File: config.mk
export PLATFORM = sky130hd
export DESIGN_NAME = lift_homing_position_controller
export DESIGN_NICKNAME = d
export VERILOG_FILES = /design/src/hdl/lhpc_pkg.sv /design/src/hdl/lhpc_scale.sv /design/src/hdl/lift_homing_position_controller.sv
export SDC_FILE = /design/constraint.sdc
export NUM_CORES = 1
export LEC_CHECK = 0
export BUFFER_PORTS_ARGS = -buffer_cell sky130_fd_sc_hd__buf_2
export CORE_ASPECT_RATIO = 0.6
export CORE_MARGIN = 2
export CORE_UTILIZATION = 58
export DETAILED_ROUTE_END_ITERATION = 16
export GPL_ROUTABILITY_DRIVEN = 0
export PLACE_DENSITY = 0.85
export SKIP_LAST_GASP = 1
export SYNTH_ARGS = -nofsm -noshare
export SYNTH_HDL_FRONTEND = slang
export SYNTH_SLANG_ARGS = --single-unit
File: constraint.sdc
create_clock -name clk -period 5.9 [get_ports clk]
set_input_delay 1.475 -clock clk [delete_from_list [all_inputs] [get_ports clk]]
set_output_delay 1.475 -clock clk [all_outputs]
set_load 0.005 [all_outputs]
File: src/hdl/lhpc_pkg.sv
package lhpc_pkg;

  // Height command codes
  localparam logic [2:0] CMD_HOME    = 3'd0;
  localparam logic [2:0] CMD_COLLECT = 3'd1;
  localparam logic [2:0] CMD_DRIVE   = 3'd2;
  localparam logic [2:0] CMD_LOW     = 3'd3;
  localparam logic [2:0] CMD_MED     = 3'd4;
  localparam logic [2:0] CMD_HIGH    = 3'd5;
  localparam logic [2:0] CMD_CENTER  = 3'd6;

  // Configuration register indexes
  localparam logic [2:0] REG_FULL_SPEED   = 3'd0;
  localparam logic [2:0] REG_DEAD_ZONE    = 3'd1;
  localparam logic [2:0] REG_FULL_ERROR   = 3'd2;
  localparam logic [2:0] REG_ROBOT_HEIGHT = 3'd3;
  localparam logic [2:0] REG_CALIB_STEP   = 3'd4;
  localparam logic [2:0] REG_HOME_OFFSET  = 3'd5;
  localparam logic [2:0] REG_HOME_TIMEOUT = 3'd6;
  localparam logic [2:0] REG_TELEOP_MODE  = 3'd7;

  // Preset heights in encoder counts
  localparam int HEIGHT_COLLECT   = 1;
  localparam int HEIGHT_DRIVE     = 1250;
  localparam int HEIGHT_LOW       = 5900;
  localparam int HEIGHT_MED       = 9600;
  localparam int HEIGHT_HIGH_BASE = 13000;
  localparam int HEIGHT_CENTER    = 13100;

  localparam int SPEED_BITS     = 7;
  localparam int FULL_ERR_BITS  = 11;
  localparam int LAST_ERR_BITS  = 12;
  localparam int CFG_DATA_BITS  = 18;

  // Request to the proportional-band scaler
  typedef struct packed {
    logic                     start;
    logic [FULL_ERR_BITS-1:0] err_mag;
    logic [SPEED_BITS-1:0]    speed;
    logic [FULL_ERR_BITS-1:0] full_error;
  } scale_req_t;

  typedef struct packed {
    logic                  done;
    logic [SPEED_BITS-1:0] quotient;
  } scale_rsp_t;

  // Creep speed: x/5 as (x*205)>>10, exact for 7-bit x
  function automatic logic [SPEED_BITS-1:0] div5(input logic [SPEED_BITS-1:0] x);
    logic [14:0] p;
    p = 15'(x) * 15'd205;
    return SPEED_BITS'(p[14:10]);
  endfunction

endpackage

File: src/hdl/lhpc_scale.sv
// Serial scaler: quotient = (err_mag * speed) / full_error, with err_mag < full_error.
// Product, remainder load, then seven restoring-division steps on a shared subtractor.
module lhpc_scale
  import lhpc_pkg::*;
(
  input  logic       clk,
  input  logic       rst,
  input  scale_req_t req,
  output scale_rsp_t rsp
);

  localparam int PROD_BITS = FULL_ERR_BITS + SPEED_BITS;

  typedef enum logic [1:0] {S_IDLE, S_MUL, S_DIV} state_t;

  state_t                   state;
  logic [PROD_BITS-1:0]     prod;
  logic [FULL_ERR_BITS-1:0] rem;
  logic [FULL_ERR_BITS-1:0] divisor;
  logic [SPEED_BITS-1:0]    low_bits;
  logic [SPEED_BITS-1:0]    quot;
  logic [2:0]               count;
  logic                     done;

  // Trial subtraction of the shifted remainder
  logic [FULL_ERR_BITS+1:0] trial;
  logic                     fits;

  assign trial = {1'b0, rem, low_bits[SPEED_BITS-1]} - {2'b00, divisor};
  assign fits  = ~trial[FULL_ERR_BITS+1];

  always_ff @(posedge clk) begin
    if (rst) begin
      state <= S_IDLE;
      done  <= 1'b0;
    end else begin
      done <= 1'b0;
      case (state)
        S_IDLE: begin
          if (req.start) begin
            prod    <= PROD_BITS'(req.err_mag) * PROD_BITS'(req.speed);
            divisor <= req.full_error;
            state   <= S_MUL;
          end
        end
        S_MUL: begin
          // upper bits are already below the divisor
          rem      <= prod[PROD_BITS-1:SPEED_BITS];
          low_bits <= prod[SPEED_BITS-1:0];
          quot     <= '0;
          count    <= 3'(SPEED_BITS);
          state    <= S_DIV;
        end
        S_DIV: begin
          if (fits) begin
            rem <= trial[FULL_ERR_BITS-1:0];
          end else begin
            rem <= {rem[FULL_ERR_BITS-2:0], low_bits[SPEED_BITS-1]};
          end
          quot     <= {quot[SPEED_BITS-2:0], fits};
          low_bits <= {low_bits[SPEED_BITS-2:0], 1'b0};
          count    <= count - 3'd1;
          if (count == 3'd1) begin
            done  <= 1'b1;
            state <= S_IDLE;
          end
        end
        default: state <= S_IDLE;
      endcase
    end
  end

  assign rsp.done     = done;
  assign rsp.quotient = quot;

endmodule

File: src/hdl/lift_homing_position_controller.sv
// Lift homing and position controller. Each input transfer is one control tick and
// produces exactly one output transfer. After reset the lift homes: it drives down at
// -full_speed until the bottom switch closes (position zeroed), then creeps up at
// full_speed/5 until the switch opens (position set to home_offset), and becomes ready
// on the collect preset. A downward homing lasting home_timeout_ticks latches
// home_failed and forces the drive to zero until reset. When running, the lift is
// driven toward the active preset: no drive inside dead_zone, full speed at or beyond
// full_error, and |err|*full_speed/full_error in between. Ticks are processed one at a
// time by a step sequencer: each tick passes raise and lower calibration, command
// intake, a position sample and a mode step; a running tick then evaluates its error
// band, and a tick in the proportional band waits for the serial scaler's product,
// remainder load, seven quotient steps and done flag. A second position sample precedes
// the output register; the input is ready again as soon as the result is registered.
// A new tick is accepted while the previous result still waits at the output register;
// if that result is still waiting when the next one is ready, the sequencer holds in its
// last step until out_ready. Configuration writes are accepted every cycle.
module lift_homing_position_controller
  import lhpc_pkg::*;
#(
  parameter int POSITION_BITS = 20,
  parameter int CALIB_BITS    = 16
) (
  input  logic                     clk,
  input  logic                     rst,
  // tick input
  input  logic                     in_valid,
  output logic                     in_ready,
  input  logic signed [19:0]       encoder_count,
  input  logic                     touch_pressed,
  input  logic                     command_valid,
  input  logic [2:0]               command_code,
  input  logic                     reset_request,
  input  logic                     raise_high,
  input  logic                     lower_high,
  // result output
  output logic                     out_valid,
  input  logic                     out_ready,
  output logic signed [7:0]        motor_drive,
  output logic                     ready_res,
  output logic                     at_target,
  output logic                     above_robot,
  output logic                     drive_inhibit,
  output logic                     command_accepted,
  output logic                     home_failed,
  output logic [2:0]               active_command,
  // configuration writes
  input  logic                     cfg_valid,
  output logic                     cfg_ready,
  input  logic [2:0]               cfg_index,
  input  logic [CFG_DATA_BITS-1:0] cfg_data
);

  localparam int PW      = POSITION_BITS;
  localparam int ENC_EXT = 33;
  localparam int HW      = ((CALIB_BITS > 15) ? CALIB_BITS : 15) + 1;
  localparam int EW      = ((HW > PW) ? HW : PW) + 1;
  localparam int SW      = CALIB_BITS + 2;
  localparam int CW      = ((PW > 19) ? PW : 19) + 1;

  typedef enum logic [1:0] {M_DOWN, M_UP, M_RUN} mode_t;
  typedef enum logic [3:0] {
    ST_IDLE, ST_RAISE, ST_LOWER, ST_CMD, ST_POS, ST_STEP, ST_EVAL, ST_DIV, ST_POS2, ST_OUT
  } seq_t;

  // configuration registers
  logic [6:0]  full_speed;
  logic [9:0]  dead_zone;
  logic [10:0] full_error;
  logic [17:0] robot_height;
  logic [9:0]  calib_step;
  logic [9:0]  home_offset;
  logic [15:0] home_timeout_ticks;
  logic        teleop_mode;

  // captured tick
  logic signed [19:0] enc_q;
  logic               touch_q, cvalid_q, rreq_q, raise_q, lower_q;
  logic [2:0]         code_q;

  // controller state
  seq_t                             seq;
  mode_t                            mode;
  logic [2:0]                       cur_cmd;
  logic                             ready_flag, failed_flag, target_flag;
  logic [15:0]                      home_timer;
  logic signed [PW-1:0]             zero_offset;
  logic signed [CALIB_BITS-1:0]     calibration;
  logic signed [LAST_ERR_BITS-1:0]  last_error;

  // working registers
  logic signed [PW-1:0] pos_q;
  logic signed [EW-1:0] err_q;
  logic signed [7:0]    drive_q;
  logic                 acc_q;

  scale_req_t scale_req;
  scale_rsp_t scale_rsp;

  assign cfg_ready = 1'b1;
  assign in_ready  = (seq == ST_IDLE);

  // Encoder wrapped to position width
  logic [ENC_EXT-1:0]   enc_ext;
  logic signed [PW-1:0] enc_pw;
  logic signed [PW-1:0] enc_rel;
  assign enc_ext = ENC_EXT'(enc_q);
  assign enc_pw  = enc_ext[PW-1:0];
  assign enc_rel = enc_pw - zero_offset;

  logic [6:0] speed;
  assign speed = failed_flag ? 7'd0 : full_speed;

  // Shared saturating adder for high-preset calibration
  logic signed [SW-1:0] step_s, cal_sum, cal_sat;
  assign step_s  = $signed(SW'(calib_step));
  assign cal_sum = SW'(calibration) + ((seq == ST_RAISE) ? step_s : -step_s)
                   + SW'(last_error);
  always_comb begin
    if (cal_sum > SW'((2 ** (CALIB_BITS - 1)) - 1)) begin
      cal_sat = SW'((2 ** (CALIB_BITS - 1)) - 1);
    end else if (cal_sum < -SW'(2 ** (CALIB_BITS - 1))) begin
      cal_sat = -SW'(2 ** (CALIB_BITS - 1));
    end else begin
      cal_sat = cal_sum;
    end
  end

  // Reset request, then command intake
  logic [2:0]  cmd_next;
  logic        ready_next, acc_next, clear_target;
  mode_t       mode_next;
  logic [15:0] timer_next;
  always_comb begin
    cmd_next     = cur_cmd;
    ready_next   = ready_flag;
    mode_next    = mode;
    timer_next   = home_timer;
    acc_next     = 1'b0;
    clear_target = 1'b0;
    if (rreq_q) begin
      ready_next = 1'b0;
      cmd_next   = CMD_HOME;
      if (mode == M_RUN && !failed_flag) begin
        mode_next  = M_DOWN;
        timer_next = '0;
      end
    end
    if (cvalid_q && ready_next && code_q inside {[CMD_HOME:CMD_CENTER]}) begin
      acc_next     = 1'b1;
      clear_target = 1'b1;
      cmd_next     = code_q;
      if (code_q == CMD_HOME && mode_next == M_RUN && !failed_flag) begin
        mode_next  = M_DOWN;
        timer_next = '0;
      end
    end
  end

  // Homing timer and timeout
  logic [15:0] timer_inc;
  logic        fail_now;
  assign timer_inc = (home_timer != 16'hFFFF) ? home_timer + 16'd1 : home_timer;
  assign fail_now  = failed_flag | (timer_inc >= home_timeout_ticks);

  // Preset height of the active command
  logic signed [HW-1:0] height;
  always_comb begin
    case (cur_cmd)
      CMD_COLLECT: height = HW'(HEIGHT_COLLECT);
      CMD_DRIVE:   height = HW'(HEIGHT_DRIVE);
      CMD_LOW:     height = HW'(HEIGHT_LOW);
      CMD_MED:     height = HW'(HEIGHT_MED);
      CMD_HIGH:    height = HW'(HEIGHT_HIGH_BASE) + HW'(calibration);
      CMD_CENTER:  height = HW'(HEIGHT_CENTER);
      default:     height = '0;
    endcase
  end

  // Error magnitude and band
  logic [EW-1:0] err_mag;
  logic          err_neg, in_dead, in_full;
  assign err_neg = err_q[EW-1];
  assign err_mag = err_neg ? EW'(-err_q) : EW'(err_q);
  assign in_dead = err_mag < EW'(dead_zone);
  assign in_full = err_mag >= EW'(full_error);

  assign scale_req.start      = (seq == ST_EVAL) && !in_dead && !in_full;
  assign scale_req.err_mag    = err_mag[FULL_ERR_BITS-1:0];
  assign scale_req.speed      = speed;
  assign scale_req.full_error = full_error;

  lhpc_scale u_scale (
    .clk (clk),
    .rst (rst),
    .req (scale_req),
    .rsp (scale_rsp)
  );

  logic signed [7:0] speed_s, quot_s;
  assign speed_s = $signed({1'b0, speed});
  assign quot_s  = $signed({1'b0, scale_rsp.quotient});

  // Above-robot compare
  logic signed [CW-1:0] pos_c, rh_c;
  assign pos_c = CW'(pos_q);
  assign rh_c  = $signed(CW'(robot_height));

  // Configuration register file
  always_ff @(posedge clk) begin
    if (rst) begin
      full_speed         <= 7'd100;
      dead_zone          <= 10'd50;
      full_error         <= 11'd100;
      robot_height       <= 18'd5200;
      calib_step         <= 10'd150;
      home_offset        <= 10'd25;
      home_timeout_ticks <= 16'd4000;
      teleop_mode        <= 1'b0;
    end else if (cfg_valid && cfg_ready) begin
      case (cfg_index)
        REG_FULL_SPEED:   full_speed         <= cfg_data[6:0];
        REG_DEAD_ZONE:    dead_zone          <= cfg_data[9:0];
        REG_FULL_ERROR:   full_error         <= cfg_data[10:0];
        REG_ROBOT_HEIGHT: robot_height       <= cfg_data[17:0];
        REG_CALIB_STEP:   calib_step         <= cfg_data[9:0];
        REG_HOME_OFFSET:  home_offset        <= cfg_data[9:0];
        REG_HOME_TIMEOUT: home_timeout_ticks <= cfg_data[15:0];
        REG_TELEOP_MODE:  teleop_mode        <= cfg_data[0];
        default: ;
      endcase
    end
  end

  // Tick sequencer, controller state and output register
  always_ff @(posedge clk) begin
    if (rst) begin
      seq         <= ST_IDLE;
      mode        <= M_DOWN;
      cur_cmd     <= CMD_HOME;
      ready_flag  <= 1'b0;
      failed_flag <= 1'b0;
      target_flag <= 1'b0;
      home_timer  <= '0;
      zero_offset <= '0;
      calibration <= '0;
      last_error  <= '0;
      out_valid   <= 1'b0;
    end else begin
      // result leaves; in ST_OUT the next one takes its place instead
      if (out_valid && out_ready && seq != ST_OUT) begin
        out_valid <= 1'b0;
      end
      case (seq)
        ST_IDLE: begin
          if (in_valid) begin
            enc_q    <= encoder_count;
            touch_q  <= touch_pressed;
            cvalid_q <= command_valid;
            code_q   <= command_code;
            rreq_q   <= reset_request;
            raise_q  <= raise_high;
            lower_q  <= lower_high;
            seq      <= ST_RAISE;
          end
        end
        ST_RAISE: begin
          if (raise_q) calibration <= cal_sat[CALIB_BITS-1:0];
          seq <= ST_LOWER;
        end
        ST_LOWER: begin
          if (lower_q) calibration <= cal_sat[CALIB_BITS-1:0];
          seq <= ST_CMD;
        end
        ST_CMD: begin
          cur_cmd    <= cmd_next;
          ready_flag <= ready_next;
          mode       <= mode_next;
          home_timer <= timer_next;
          acc_q      <= acc_next;
          if (clear_target) target_flag <= 1'b0;
          drive_q <= '0;
          seq     <= ST_POS;
        end
        ST_POS: begin
          pos_q <= enc_rel;
          seq   <= ST_STEP;
        end
        ST_STEP: begin
          case (mode)
            M_DOWN: begin
              if (touch_q) begin
                zero_offset <= enc_pw;
                mode        <= M_UP;
              end else begin
                home_timer  <= timer_inc;
                failed_flag <= fail_now;
                drive_q     <= fail_now ? 8'sd0 : -$signed({1'b0, full_speed});
              end
              seq <= ST_POS2;
            end
            M_UP: begin
              if (touch_q) begin
                drive_q <= $signed({1'b0, div5(speed)});
              end else begin
                zero_offset <= enc_pw - PW'(home_offset);
                mode        <= M_RUN;
                ready_flag  <= !failed_flag;
                cur_cmd     <= failed_flag ? CMD_HOME : CMD_COLLECT;
              end
              seq <= ST_POS2;
            end
            default: begin
              err_q <= EW'(height) - EW'(pos_q);
              seq   <= ST_EVAL;
            end
          endcase
        end
        ST_EVAL: begin
          if (in_dead) begin
            target_flag <= 1'b1;
            last_error  <= err_q[LAST_ERR_BITS-1:0];
            drive_q     <= '0;
            seq         <= ST_POS2;
          end else begin
            target_flag <= 1'b0;
            if (in_full) begin
              drive_q <= err_neg ? -speed_s : speed_s;
              seq     <= ST_POS2;
            end else begin
              seq <= ST_DIV;
            end
          end
        end
        ST_DIV: begin
          if (scale_rsp.done) begin
            drive_q <= err_neg ? -quot_s : quot_s;
            seq     <= ST_POS2;
          end
        end
        ST_POS2: begin
          pos_q <= enc_rel;
          seq   <= ST_OUT;
        end
        ST_OUT: begin
          if (!out_valid || out_ready) begin
            motor_drive      <= drive_q;
            ready_res        <= ready_flag;
            at_target        <= ready_flag & target_flag;
            above_robot      <= pos_c > rh_c;
            drive_inhibit    <= (pos_c > rh_c) & teleop_mode;
            command_accepted <= acc_q;
            home_failed      <= failed_flag;
            active_command   <= ready_flag ? cur_cmd : CMD_HOME;
            out_valid        <= 1'b1;
            seq              <= ST_IDLE;
          end
        end
        default: seq <= ST_IDLE;
      endcase
    end
  end

  // A tick is processed alone: no accept right after an accept
  a_one_tick: assert property (@(posedge clk) disable iff (rst)
    in_valid && in_ready |=> !in_ready)
    else $error("tick accepted while previous tick in progress");

  // Latched failure never drives the motor
  a_fail_stop: assert property (@(posedge clk) disable iff (rst)
    out_valid && home_failed |-> motor_drive == 8'sd0)
    else $error("motor driven after homing failure");

  // On target only when ready
  a_target_ready: assert property (@(posedge clk) disable iff (rst)
    out_valid && at_target |-> ready_res)
    else $error("at_target without ready");

  // No active command while not ready
  a_cmd_ready: assert property (@(posedge clk) disable iff (rst)
    out_valid && !ready_res |-> active_command == CMD_HOME)
    else $error("active command reported while not ready");

endmodule
* Word level (Yosys, flattened, before mapping)
Cells that the tools add are included.
Operators by class: divide/modulo/power cells 0, magnitude comparators 8, multipliers 2, muxes and demuxes 71, reductions and logical operators 56, shift-type cells 0, bitwise logic cells 8, eq/ne operators 50, $add $sub $neg 14
Operators with widths (count):
- two-way mux 16 bit | 11
- case mux 17 bit (6 select lines) | 1
- two-way mux 8 bit | 8
- case mux 16 bit (2 select lines) | 2
- two-way mux 20 bit | 2
- case mux 20 bit (2 select lines) | 1
- case mux 4 bit (10 select lines) | 1
- case mux 8 bit (4 select lines) | 1
- case mux 7 bit (2 select lines) | 2
- AND reduction 2 bit | 14
- AND reduction 3 bit | 9
- two-way mux 4 bit | 6
- negator 7 -> 8 bit | 3
- case mux 11 bit (2 select lines) | 1
- == test 3 bit (second input constant) | 7
- greater-or-equal comparator 21 x 11 -> 1 bit | 1
- less-than comparator 21 x 10 -> 1 bit | 1
- two-way mux 21 bit | 1
- negator 21 bit | 1
- subtractor 17 x 20 -> 21 bit | 1
- > comparator 20 x 19 -> 1 bit | 1
- != test 2 bit (second input constant) | 10
- subtractor 20 x 10 -> 20 bit | 1
- subtractor 20 bit | 1
- 52 further kinds | 122
Storage, ports and cells: memories 0, bits of input ports 54, latch bits 0, output and inout bits 20, register bits 315, logic and storage cells 255, ROM bits 0, memory bits (writable) 0

* Logic depth before layout (Yosys ltp)
depth after elaboration 10, depth in mapped cells 22, gate-level depth less buffers 22

* Hierarchy
From an unflattened synthesis, not the netlist that was laid out.
Unflattened totals: cell total of the unflattened synthesis 2402, area, all modules 21947.3 um^2
By module, submodules not included:
- lift_homing_position_controller | cells each 1917, sequential area each 6055.8 um^2, area each 16748.6 um^2, times used 1
- lhpc_scale | cells each 485, sequential area each 1771.7 um^2, area each 5198.7 um^2, times used 1

* Least setup slack after synthesis
Ideal clock, no wire load.
path kind reg-to-reg, start register err_q[0], end register u_scale.prod[17] (data pin), library setup time 259 ps, arrival time 5293 ps, period minus slack after synthesis 5552 ps, required time 5641 ps, stages on the path, launching flop included 22, path buffers 0, slack 348 ps, cell sequence edfxtp_1 inv_1 ha_1 nand2_1 a21boi_0 inv_1 nand2_1 fa_1 fa_1 inv_1 fa_1 inv_1 fa_1 inv_1 ha_1 o2111ai_1 o2111ai_1 a31o_2 a21o_1 a21oi_1 a21oi_1 xnor2_1
On the way: word-level cells in the longest chain between the ends 3
Ends and longest elaborated chain:
- start, declared | line lift_homing_position_controller.sv:92 | logic signed [EW-1:0] err_q;
- start signal, assigned | line lift_homing_position_controller.sv:313 | err_q <= EW'(height) - EW'(pos_q);
- negator 21 bit | line lift_homing_position_controller.sv:183 | assign err_mag = err_neg ? EW'(-err_q) : EW'(err_q);
- two-way mux 21 bit * | line lift_homing_position_controller.sv:183
- multiplier 11 x 7 -> 18 bit * | line lhpc_scale.sv:41 | prod <= PROD_BITS'(req.err_mag) * PROD_BITS'(req.speed);
- end signal, assigned | line lhpc_scale.sv:41
- end, declared | line lhpc_scale.sv:17 | logic [PROD_BITS-1:0] prod;
Mark *: on every way between the ends. The rest lies on a longest branch, timed or not. A chain may end at the register's enable or synchronous reset.

* Worst setup path after layout
start register err_q[4], end register u_scale.prod[17] (data pin)
Same word-level chain as after synthesis.

==> metrics <==
period utilization 95.7%; Post-Layout Cell Count 3044; GR Util All Layers 31.4%; crit start category register; fin util 64.5%; CTS H-tree lvls 1; Top Usage Layer GRT met2; clk root buf clkbuf_16; DR iter-0 viols 2501; Post-Syn Area 22000 um2; sequential share of the synthesized area 35.6%; post-route cell area 24200 um2; share of layout cells above drive strength 1 8.73%; Inst Count DP 2974; Worst Path Required 6.25 ns; Starting Density 58.7%; clk sink count 315; FMAX 177 MHz; Die Wd 255 um; Setup-failing EPs final 0; hold crit path type reg2reg; WP data arrival 6.00 ns; latest clock arrival within the worst-skew pair 0.62 ns; TNS Setup 0 ns; Avg WL per Cell 20.8 um; ys async rst share 0%; number of buffers added on ports 72; Top FF cell, synth dfxtp_1; dpl ws 0.0443 ns; Final Critical Period 5.65 ns; global routing usage on met1 44.6%; Max Cap Viol 0; worst setup margin 0.253 ns; Syn Nets 2767; status complete, no violations; clk buf depth 3; Syn Area/Cell 9.09 um2; Fillers 2825; Mapped Cells 2421; hold_buf cts 0; ANT nets after route 0; Final #Nets 2852; Reg area 7830 um2; Slew @ Worst Pin 1.14 ns; Setup Skew 0.0297 ns; initial antenna violation count 0; first-pass GRT wire length 99000 um; Hold Fails Final Rpt 0; Slew HR 23.5%; hpwl dp 47200 um; Die Area 39600 um2; Tot Pwr 6.29 mW; IO Pins 74; leak pwr 10.2 nW; pins over their slew limit 0; Multi-input gate area 13000 um2; number of vias per cell 6.29; CTS Buf Count 31; DRC Markers 0; ANT cells 0; largest net degree at the start of global routing 79; Fin Hold WS 0.421 ns; Area after DPL 23000 um2; worst setup path class reg2reg; cell area power density 260 nW/um2; Cell variety after synth 82; CP max FO 4; final wirelength 63300 um; P&R area growth vs syn 10.0%; met2 Usage GRT 46.1%; total congestion overflow 0; CP endpoint kind register; vias in the first global route 18500; vias 19200; Yosys warnings 0; M3 GR Usage 9.12%; CTS tree done; Worst-path clk slew 0.07 ns; Synth Register Bits 315; Post-synth EDFFs 152; maximum vdd drop 0.303 mV; drt pass-1 iters 6; Die Y 155 um; num rows 55; Core ar. 37500 um2
==> critical path, stage by stage (launching register included) <==
cell       delay [ns]
edfxtp_1         0.41
or4_1            0.60
o31ai_1          0.34
xor2_1           0.26
nor2_1           0.10
fa_1             0.53
fa_1             0.45
fa_1             0.54
inv_1            0.05
fa_1             0.53
inv_1            0.04
ha_1             0.23
nor3_1           0.23
o2111ai_1        0.17
a31o_2           0.28
a21o_1           0.18
a21oi_1          0.21
a21oi_1          0.11
xnor2_1          0.13
==> cells in the final DEF, fill, tap and decap left out, drive strengths merged, types with 31 or more instances in the layout <==
cell / Yosys / final
a21o: 39 / 39
a21oi: 181 / 181
and3: 31 / 31
buf: 5 / 126
clkbuf: 70 / 48
dfxtp: 163 / 163
edfxtp: 152 / 152
fa: 74 / 74
ha: 218 / 218
inv: 237 / 241
mux2i: 32 / 32
nand2: 269 / 269
nand3: 47 / 47
nor2: 210 / 210
nor2b: 41 / 41
nor3: 43 / 43
o211ai: 35 / 35
o21ai: 103 / 103
xnor2: 78 / 78
xor2: 43 / 43
==> final timing paths <==
path	from	end	slack [ns]	cells after the start
setup / recovery	err_q[4]	u_scale.prod[17]	0.25	18
hold / removal	drive_q[2]	motor_drive[2]	0.42	0
setup reg to reg	err_q[4]	u_scale.prod[17]	0.25	18
hold reg to reg	drive_q[2]	motor_drive[2]	0.42	0
==> report_power, final <==
part	internal, mW	switching [mW]	total, mW
Sequential	2.38	0.111	2.49
Clock	1.15	0.931	2.08
Combinational	0.695	1.03	1.72
Total	4.22	2.07	6.29
==> Yosys cell counts, drive strengths merged (11+ instances only) <==
cell	instances	area share, %
inv	237	4.0
xnor2	78	3.1
edfxtp	152	21
a21boi	11	0.38
o31ai	16	0.55
xor2	43	1.7
a211oi	21	0.72
mux2i	32	1.5
fa	74	6.7
and2	22	0.63
nand4	20	0.57
nor2	210	3.6
o21a	17	0.58
a22oi	14	0.48
ha	218	12
dfxtp	163	15
nand2	269	4.6
o211ai	35	1.2
nor2b	41	1.2
a31oi	17	0.48
clkbuf	70	1.2
mux2	13	0.67
and3	31	0.88
nand2b	29	0.82
or3	22	0.63
a21o	39	1.3
nor3	43	0.98
a21oi	181	4.1
nand3	47	1.1
o21ai	103	2.3
==> registers in the layout (all words and copies together) (netlist names), 12 cells and up <==
signal              count
err_q                  21
u_scale.prod           18
enc_pw                 20
home_timer             16
calibration            16
robot_height           18
last_error             12
home_timeout_ticks     16
zero_offset            20
pos_q                  20
==> final cells by class <==
type	count	share of cell area, %
clock inverters	11	0.434
inverters	240	3.72
clock buffers	47	3.88
well taps	513	2.65
flip-flops and latches	315	32.3
repair buffers	127	3.19
multi-input cells	1791	53.8
==> layer usage <==
layer | share of wire (%) | up-vias
met5 | 0 | -
met4 | 3.7 | 0
met3 | 14 | 169
met2 | 41 | 1211
met1 | 41 | 9095
li1 | - | 8682
==> kinds of logic (layout without fill, tap and decap cells) <==
kind of cell             count (synthesis)  after routing  synth area share (%)
AO/OA/AOI/OAI                          546            546                  15.9
XOR/XNOR                               121            121                  4.85
adder cells (fa/ha/maj)                292            292                  19.1
buffers and inverters                  315            425                  5.46
flip-flops                             315            315                  35.6
multiplexers                            45             45                  2.12
other                                    1              1                0.0170
AND/OR/NAND/NOR                        786            786                  16.9
==> what timing repair did <==
item | 4_1_cts | 5_1_grt
pin swaps | 0 | 3
setup endpoints to repair | 1 | 4
resized for setup | 1 | 11
setup buffers | 0 | 11
(Power assumes the default switching activity.)
